===== config.mk =====
export PLATFORM = sky130hd
export DESIGN_NAME = alt_ctrl
export DESIGN_NICKNAME = d
export VERILOG_FILES = /design/src/rtl/core/adjacency_list_transpose_defines.svh /design/src/rtl/core/alt_pkg.sv /design/src/rtl/core/alt_ctrl.sv
export SDC_FILE = /design/constraint.sdc
export NUM_CORES = 1
export LEC_CHECK = 0
export ABC_AREA = 1
export BUFFER_PORTS_ARGS = -buffer_cell sky130_fd_sc_hd__buf_4
export CAP_MARGIN = 20
export CORE_MARGIN = 1.5
export CORE_UTILIZATION = 29
export CTS_BUF_LIST = sky130_fd_sc_hd__clkbuf_8
export CTS_CLUSTER_SIZE = 8
export DETAILED_ROUTE_END_ITERATION = 6
export PLACE_DENSITY_LB_ADDON = 0.3
export RECOVER_POWER = 25
export SYNTH_ARGS = -nofsm -noshare
export SYNTH_HDL_FRONTEND = slang
export SYNTH_SLANG_ARGS = --single-unit

===== constraint.sdc =====
create_clock -name clk -period 3.7 [get_ports clk]
set_input_delay 0.555 -clock clk [delete_from_list [all_inputs] [get_ports clk]]
set_output_delay 0.555 -clock clk [all_outputs]
set_load 0.1 [all_outputs]

===== src/rtl/core/adjacency_list_transpose_defines.svh =====
// Assertion macros shared by the adjacency list transpose RTL.
// Used by the top level; expects clk and rst_n in the enclosing scope.
`ifndef ADJACENCY_LIST_TRANSPOSE_DEFINES_SVH
`define ADJACENCY_LIST_TRANSPOSE_DEFINES_SVH
`ifndef SYNTHESIS
// Same-cycle implication, checked at every rising edge outside reset.
`define ALT_ASSERT_IMP(name, ante, cons) \
  name: assert property (@(posedge clk) disable iff (!rst_n) (ante) |-> (cons)) \
    else $error("alt: same-cycle check failed");
// Next-cycle implication, checked at every rising edge outside reset.
`define ALT_ASSERT_NXT(name, ante, cons) \
  name: assert property (@(posedge clk) disable iff (!rst_n) (ante) |=> (cons)) \
    else $error("alt: next-cycle check failed");
`else
`define ALT_ASSERT_IMP(name, ante, cons)
`define ALT_ASSERT_NXT(name, ante, cons)
`endif
`endif


===== src/rtl/core/alt_pkg.sv =====
// Shared types and constants for the adjacency list transpose block.
// No dependencies; compiled before the interfaces and modules.
package alt_pkg;

  // Fixed field widths of the channels and the config register
  localparam int NT_W   = 11;
  localparam int SRC_W  = 16;
  localparam int TGT_W  = 10;
  localparam int VAL_W  = 16;
  localparam int STAT_W = 2;

  localparam logic [NT_W-1:0] NT_RESET = 11'd1024;

  // Default store sizes
  localparam int MAX_TARGETS_DEF = 1024;
  localparam int MAX_LINKS_DEF   = 4096;

  // Action codes
  localparam logic ACT_LOAD = 1'b0;
  localparam logic ACT_READ = 1'b1;

  // Word kind codes
  localparam logic KIND_OFFSET = 1'b0;
  localparam logic KIND_LINK   = 1'b1;

  typedef enum logic [STAT_W-1:0] {
    STAT_OK    = 2'd0,
    STAT_RANGE = 2'd1,
    STAT_FULL  = 2'd2,
    STAT_BUSY  = 2'd3
  } status_t;

  typedef enum logic [2:0] {
    S_CLEAR,
    S_LOAD,
    S_PREFIX,
    S_SCATTER,
    S_READ
  } fsm_state_t;

  // Phase flags from the sequencer
  typedef struct packed {
    logic load_on;
    logic read_on;
    logic prefix_on;
    logic scatter_on;
    logic sweep_on;
  } ctl_t;

  // Events from the datapath that move the sequencer
  typedef struct packed {
    logic build_start;
    logic scatter_done;
    logic read_end;
  } ctl_ev_t;

endpackage


===== src/rtl/core/alt_ctrl.sv =====
// Phase sequencer of the adjacency list transpose: clear, load, prefix,
// scatter and readout phases, plus the row sweep counter. Depends on alt_pkg.
module alt_ctrl #(
  parameter int MAX_TARGETS = alt_pkg::MAX_TARGETS_DEF
) (
  input  logic                            clk,
  input  logic                            rst_n,
  input  alt_pkg::ctl_ev_t                ev,
  output alt_pkg::ctl_t                   ctl,
  output logic [$clog2(MAX_TARGETS)-1:0]  sweep_idx
);

  localparam int TI = $clog2(MAX_TARGETS);

  alt_pkg::fsm_state_t state_r, state_nxt;
  logic [TI-1:0]       sweep_r, sweep_nxt;
  logic                sweep_last;

  assign sweep_last = (sweep_r == TI'(MAX_TARGETS - 1));
  assign sweep_idx  = sweep_r;

  // Next state
  always_comb begin
    state_nxt = state_r;
    unique case (state_r)
      alt_pkg::S_CLEAR:   if (sweep_last)       state_nxt = alt_pkg::S_LOAD;
      alt_pkg::S_LOAD:    if (ev.build_start)   state_nxt = alt_pkg::S_PREFIX;
      alt_pkg::S_PREFIX:  if (sweep_last)       state_nxt = alt_pkg::S_SCATTER;
      alt_pkg::S_SCATTER: if (ev.scatter_done)  state_nxt = alt_pkg::S_READ;
      alt_pkg::S_READ:    if (ev.read_end)      state_nxt = alt_pkg::S_LOAD;
      default:                                  state_nxt = alt_pkg::S_CLEAR;
    endcase
  end

  // Phase flags
  always_comb begin
    ctl = '0;
    unique case (state_r)
      alt_pkg::S_CLEAR:   ctl.sweep_on = 1'b1;
      alt_pkg::S_LOAD:    ctl.load_on = 1'b1;
      alt_pkg::S_PREFIX: begin
        ctl.prefix_on = 1'b1;
        ctl.sweep_on  = 1'b1;
      end
      alt_pkg::S_SCATTER: ctl.scatter_on = 1'b1;
      alt_pkg::S_READ:    ctl.read_on = 1'b1;
      default:            ctl = '0;
    endcase
  end

  // Advance the sweep across all rows, restart at zero outside a sweep
  always_comb begin
    sweep_nxt = '0;
    if (ctl.sweep_on && !sweep_last) begin
      sweep_nxt = sweep_r + TI'(1);
    end
  end

  always_ff @(posedge clk) begin
    if (!rst_n) begin
      state_r <= alt_pkg::S_CLEAR;
      sweep_r <= '0;
    end else begin
      state_r <= state_nxt;
      sweep_r <= sweep_nxt;
    end
  end

endmodule


==> results of run 1 <==
## cells by family after synthesis
logic type / synth area share, %
adder cells (fa/ha/maj): 1.862
AND/OR/NAND/NOR: 43.39
buffers and inverters: 6.145
XOR/XNOR: 3.911
AO/OA/AOI/OAI: 5.958
flip-flops: 38.73
## per-layer routing
metal | share of wire [%] | vias to the layer above
li1 | - | 336
met1 | 46 | 275
met2 | 44 | 20
met3 | 7.8 | 5
met4 | 2.4 | 0
met5 | 0 | -
## flip-flops by register name, summed over array words and instances (netlist names)
name / cells
sweep_idx: 10
state_r: 3
## final cells by class
class / instances / area (sq um) / share of cell area (%)
well taps: 28 / 35.03 / 4.040
clock buffers: 3 / 41.29 / 4.762
multi-input cells: 67 / 352.8 / 40.69
inverters: 11 / 41.29 / 4.762
clock inverters: 1 / 5.005 / 0.5772
repair buffers: 19 / 131.4 / 15.15
flip-flops and latches: 13 / 260.3 / 30.01
## power by group through the flow
stage	combinational [mW]	sequential [mW]	clock [mW]
6_report	0.0337	0.147	0.127
3_3_place_gp	0.0358	0.150	0
2_1_floorplan	0.00716	0.169	0
3_5_place_dp	0.0359	0.150	0
5_1_grt	0.0355	0.147	0.137
4_1_cts	0.0359	0.147	0.132
## path summary, 6_finish.rpt
kind / from / to
max: sweep_idx[1]$_SDFF_PN0_ / sweep_idx[1]
min: sweep_idx[9]$_SDFF_PN0_ / sweep_idx[9]$_SDFF_PN0_
max reg2reg: sweep_idx[0]$_SDFF_PN0_ / sweep_idx[2]$_SDFF_PN0_
min reg2reg: sweep_idx[9]$_SDFF_PN0_ / sweep_idx[9]$_SDFF_PN0_
## per-stage QoR
| stage | hold slack (ns) | worst slack [ns] | instances | util, % |
|---|---|---|---|---|
| 5_1_grt | 0.5254 | 1.603 | 142 | 39.58 |
| 6_report | 0.4928 | 1.631 | 142 | 39.58 |
| 3_5_place_dp | 0.4902 | 2.141 | 138 | 38.78 |
| 2_1_floorplan | 0.5276 | 0.6296 | 91 | - |
| 4_1_cts | 0.4981 | 1.868 | 142 | 40.89 |
| 3_3_place_gp | 0.4830 | 2.192 | 138 | 38.78 |
## cell usage in the layout, fill, tap and decap left out, drive strengths merged, types with 2 or more instances in the layout
cell	count
nand3	10
nor3	2
nor3b	2
dfxtp	13
inv	11
clkbuf	6
buf	16
nand2	19
nor2	20
a21oi	7
xor2	2
==> results.md, run 1 <==
- Status: completed
- Pint: 0.2249 mW
- Hold-fix buffers at CTS: 0
- CP cell instances: clkbuf_1
- Net Sw Power: 0.08313 mW
- Placer Congestion: 0.7373
- Slowest-stage cell, CP: clkbuf_1
- CP top delay family: buffers and inverters
- Ys async rst share: 0%
- CTS Buf Count: 3
- DR vias: 636
- Final Power: 0.3080 mW
- Number of placement rows: 17
- Synth Register Bits: 13
- Antenna-violating nets left: 0
- Die Width: 51.14 microns
- Placed cell areas: 849.6 sq um
- Clock Skews: 0.0008334 ns
- H-tree depth: 1
- Comb pwr share: 10.9%
- Largest net degree at the start of global routing: 11
- Die ar.: ~2600 sq um
- Initial antenna violation count: 0
- CP bufs+invs: 1
- 1st-pass router iterations: 4
- Global routing met3 resource utilization: 3.509%
- CP required: 3.14 ns
- Final Slew Violations: 0
- Fin Setup TNS: 0 ns
- Slew headroom: 23.38%
- Flop-to-flop setup slack: 1.98 ns
- Initial core utilization: 30.67%
- Achievable clock frequency: 483.4 MHz
- Final Critical Period: 2.069 ns
- Most common flop cell mapped by yosys: dfxtp_1
- Post-cts resize count: 0
- Setup repair after global routing missed its margin: no
- Area contributors post-synth: dfxtp_1, nand2_1, nor2_1
- Critical path startpoint category: register
- First DRT Iteration DRCs: 6
- Worst vdd ir: 0.2702 mV
- Pwr Density: around 360 nW/um^2
- Share of cells above drive strength 1: 27.19%
- Worst-Skew Late Latency: 0.24 ns
- Post-DR wirelength/cell: 9.176 microns
- Grt met2 use: 17.53%
- Grt total ovfl: 0
- Max FO, Critical Path: 5
- Ant. Diodes: 0
- Switching Share: a little over a quarter
- Hold depth: 2
- Die span in y: 51.14 microns
- Sequential share of power: 47.7%
- Worst-case clock buffer depth: 2
- Post-CTS setup buffers: 0
- Top cell type's share of synthesized area: 38.73%
- Post-synth top cells: nand2_1, nor2_1, dfxtp_1
- Yosys Warn Count: 0
- Crit. path cell count: 1
- Io pins: 20
- TritonCTS clock tree: built
- Final Hold Fails: 0
- P&R area growth vs syn: 29.05%
- Register area share after synthesis: around two fifths
- Top Usage Layer GRT: met2
- Total wire length: 1.303 mm
- Via/cell ratio: 4.479
- Synth area leader: dfxtp_1
- Number of enable flip-flop cells after synthesis: 0
- Period utilization: 55.91%
- Clock share of power: 41.3%
- Unique masters post-synth: 19
- Reg clk slew, reported paths: around 0.060 ns
- GRT Total Usage: 11.21%
- Tightest Hold Check Type: register to register
- Number of setup violations in the final report: 0
- Worst setup EP type: output port
- CTS Sinks: 13
- Mapped cell area: 671.9 sq um
- First-pass GRT wire length: 2.159 mm
- Post-detail-place hpwl: 981.4 microns
- Final Instance Area: between 800 and 900 sq um
- Synth Area per Inst: 7.383 sq um
- Area of the core: between 2000 and 2500 sq um
- Max_cap viols: 0
- Final routed DRC violation total: 0
- CP arrival: between 1.5 and 2 ns
- Vias in the first global route: 530
- Syn Nets: 97
- Filler cells: roughly 240
- Met1 usage: 12.79%
- Lkg Pwr: 0.3587 nW
- Buffers added on ports: 19
- Critical Path Max Stage Delay: 0.88 ns
- WS Path Type: register to output port
- Slew @ Worst Pin: 1.154 ns
- Synth Instances: 91
- FF-to-FF path depth: 6
- Final #Nets: 121
- Root Driver: clkbuf_8
No activity file was read; power rests on OpenSTA's default activity.
==> run 2, diff against run 1 <==
==> constraint.sdc (replaced) <==
create_clock -name clk -period 1.7 [get_ports clk]
set_input_delay 0.255 -clock clk [delete_from_list [all_inputs] [get_ports clk]]
set_output_delay 0.255 -clock clk [all_outputs]
set_load 0.1 [all_outputs]
==> results.md, run 2 (synthesis gave the netlist of run 1 again) <==
- Final Hold Fails: 0 (unchanged)
- Tightest Hold Check Type: primary input to register
- Number of placement rows: 17 (unchanged)
- Die ar.: 2615 sq um (unchanged)
- Io pins: 20 (unchanged)
- Die span in y: 51.14 microns (unchanged)
- Worst setup EP type: output port
- Worst-case clock buffer depth: 2 (unchanged)
- TritonCTS clock tree: built
- P&R area growth vs syn: 36.31%
- Sequential share of power: 48.2% (+0.5 points)
- Post-DR wirelength/cell: 9.176 microns (unchanged)
- Lkg Pwr: 0.3780 nW (+5.4%)
- Pwr Density: 727.9 nW/um^2 (+100%)
- Slew @ Worst Pin: 0.5463 ns (-0.6080 ns)
- Antenna-violating nets left: 0 (unchanged)
- Fin Setup TNS: 0 ns (unchanged)
- Filler cells: 237 (-0.42%)
- Pint: 0.4890 mW (+120%)
- Slew headroom: 63.74% (+40 points)
- Number of setup violations in the final report: 0 (unchanged)
- Post-detail-place hpwl: 1.010 mm (+2.9%)
- Ant. Diodes: 0 (unchanged)
- Root Driver: clkbuf_8
- CP required: 1.44 ns (-1.70 ns)
- Final Slew Violations: 0 (unchanged)
- Via/cell ratio: 4.535 (+1.3%)
- Largest net degree at the start of global routing: 11 (unchanged)
- CTS Buf Count: 3 (unchanged)
- Final Critical Period: 1.548 ns
- Placer Congestion: 0.7591 (+3.0%)
- First DRT Iteration DRCs: 13 (+7)
- Vias in the first global route: 541 (+2.1%)
- DR vias: 644 (+1.3%)
- Clock Skews: 0.004043 ns (+0.003210 ns)
- Final Power: 0.6667 mW (+120%)
- Max_cap viols: 0 (unchanged)
- Die Width: 51.14 microns (unchanged)
- H-tree depth: 1 (unchanged)
- Switching Share: 26.65% (-0.34 points)
- Achievable clock frequency: 646.0 MHz
- Net Sw Power: 0.1777 mW (+110%)
- CP arrival: 1.29 ns (-0.22 ns)
- GRT Total Usage: 11.70% (+0.49 points)
- Worst vdd ir: 0.5938 mV (+120%)
- Worst-Skew Late Latency: 0.24 ns (about the same)
- Initial core utilization: 30.67% (unchanged)
- Max FFs per register: 10 (unchanged)
- CTS Sinks: 13 (unchanged)
- Share of cells above drive strength 1: 41.23% (+14 points)
- Total wire length: 1.303 mm (unchanged)
- 1st-pass router iterations: 4 (unchanged)
- Most frequent cells in the layout: nand2_1, nor2_1, buf_4
- Buffers added on ports: 19 (unchanged)
- Initial antenna violation count: 0 (unchanged)
- Grt total ovfl: 0 (unchanged)
- Comb pwr share: 11.3% (+0.4 points)
- Clock share of power: 40.6% (-0.7 points)
- Final #Nets: 121 (unchanged)
- Reg clk slew, reported paths: 0.06 ns (about the same)
- Period utilization: 91.06%
- Final routed DRC violation total: 0 (unchanged)
- WS Path Type: register to output port
- Setup repair after global routing missed its margin: no
- Critical path startpoint category: register
- Status: completed
- Hold-fix buffers at CTS: 0 (unchanged)
- Max FO, Critical Path: 5 (unchanged)
- First-pass GRT wire length: 2.283 mm (+5.7%)
- Area of the core: 2191 sq um (unchanged)
-- run 2: cell count changes in the layout (fill, tap and decap cells not counted), sizes merged --
cell and delta:
inv +1, clkbuf +4, clkinv -1, buf -4
-- run 2: worst paths after layout --
path	start	end	slack, ns	cells past startpoint
worst max-delay path	state_r[2]$_SDFFE_PN0P_	ctl[4]	0.15	4
worst max register to register	sweep_idx[0]$_SDFF_PN0_	state_r[1]$_SDFFE_PN0P_	0.38	8
worst min register to register	sweep_idx[0]$_SDFF_PN0_	sweep_idx[0]$_SDFF_PN0_	0.48	1
worst min-delay path	rst_n	state_r[2]$_SDFFE_PN0P_	0.26	3
-- run 2: final cells by class --
class	count	area [sq um]	share of cell area, %
repair buffers	19	125.1	13.66
multi-input cells	67	397.9	43.44
inverters	11	41.29	4.508
clock buffers	3	41.29	4.508
clock inverters	1	3.754	0.4098
well taps	28	35.03	3.825
flip-flops and latches	13	271.5	29.64
-- run 2: per-layer routing --
metal | global-route usage [%] | part of all wire (%)
met5 | 0 | 0
met1 | 14.93 | 49
met2 | 17.53 | 42
met4 | 6.757 | 2.1
met3 | 3.216 | 6.7
-- run 2: metrics by stage --
| step | utilization, % | setup slack, ns | instance area, sq um | std cells | hold slack, ns |
|---|---|---|---|---|---|
| CTS | 42.55 | 0.06905 | 932.1 | 142 | 0.2598 |
| detailed placement | 40.49 | 0.3320 | 887.1 | 138 | 0.4737 |
| global route | 41.80 | 0.07165 | 915.9 | 142 | 0.2701 |
| finish | 41.80 | 0.1521 | 915.9 | 142 | 0.2575 |
| global placement | 40.49 | 0.3372 | 887.1 | 138 | 0.4675 |
| floorplan | - | 0.02306 | 709.4 | 91 | 0.3642 |
-- run 2: critical path, cell delays in order (launching register included) --
cell,delay (ns)
dfxtp_1,0.54
inv_2,0.09
nand3_1,0.12
inv_1,0.06
buf_4,0.23
-- run 2: power by group through the flow --
stage,Clock [mW],Combinational (mW),Sequential [mW]
CTS,0.277,0.0786,0.321
global route,0.289,0.0794,0.322
detailed placement,0,0.0786,0.327
floorplan,0,0.0155,0.369
global placement,0,0.0786,0.327
finish,0.271,0.0750,0.321
-- run 2: what timing repair did --
action / CTS / global route
buffers inserted: 0 / 0
gates resized for setup: 0 / 1
endpoints found under the setup margin: 0 / 1
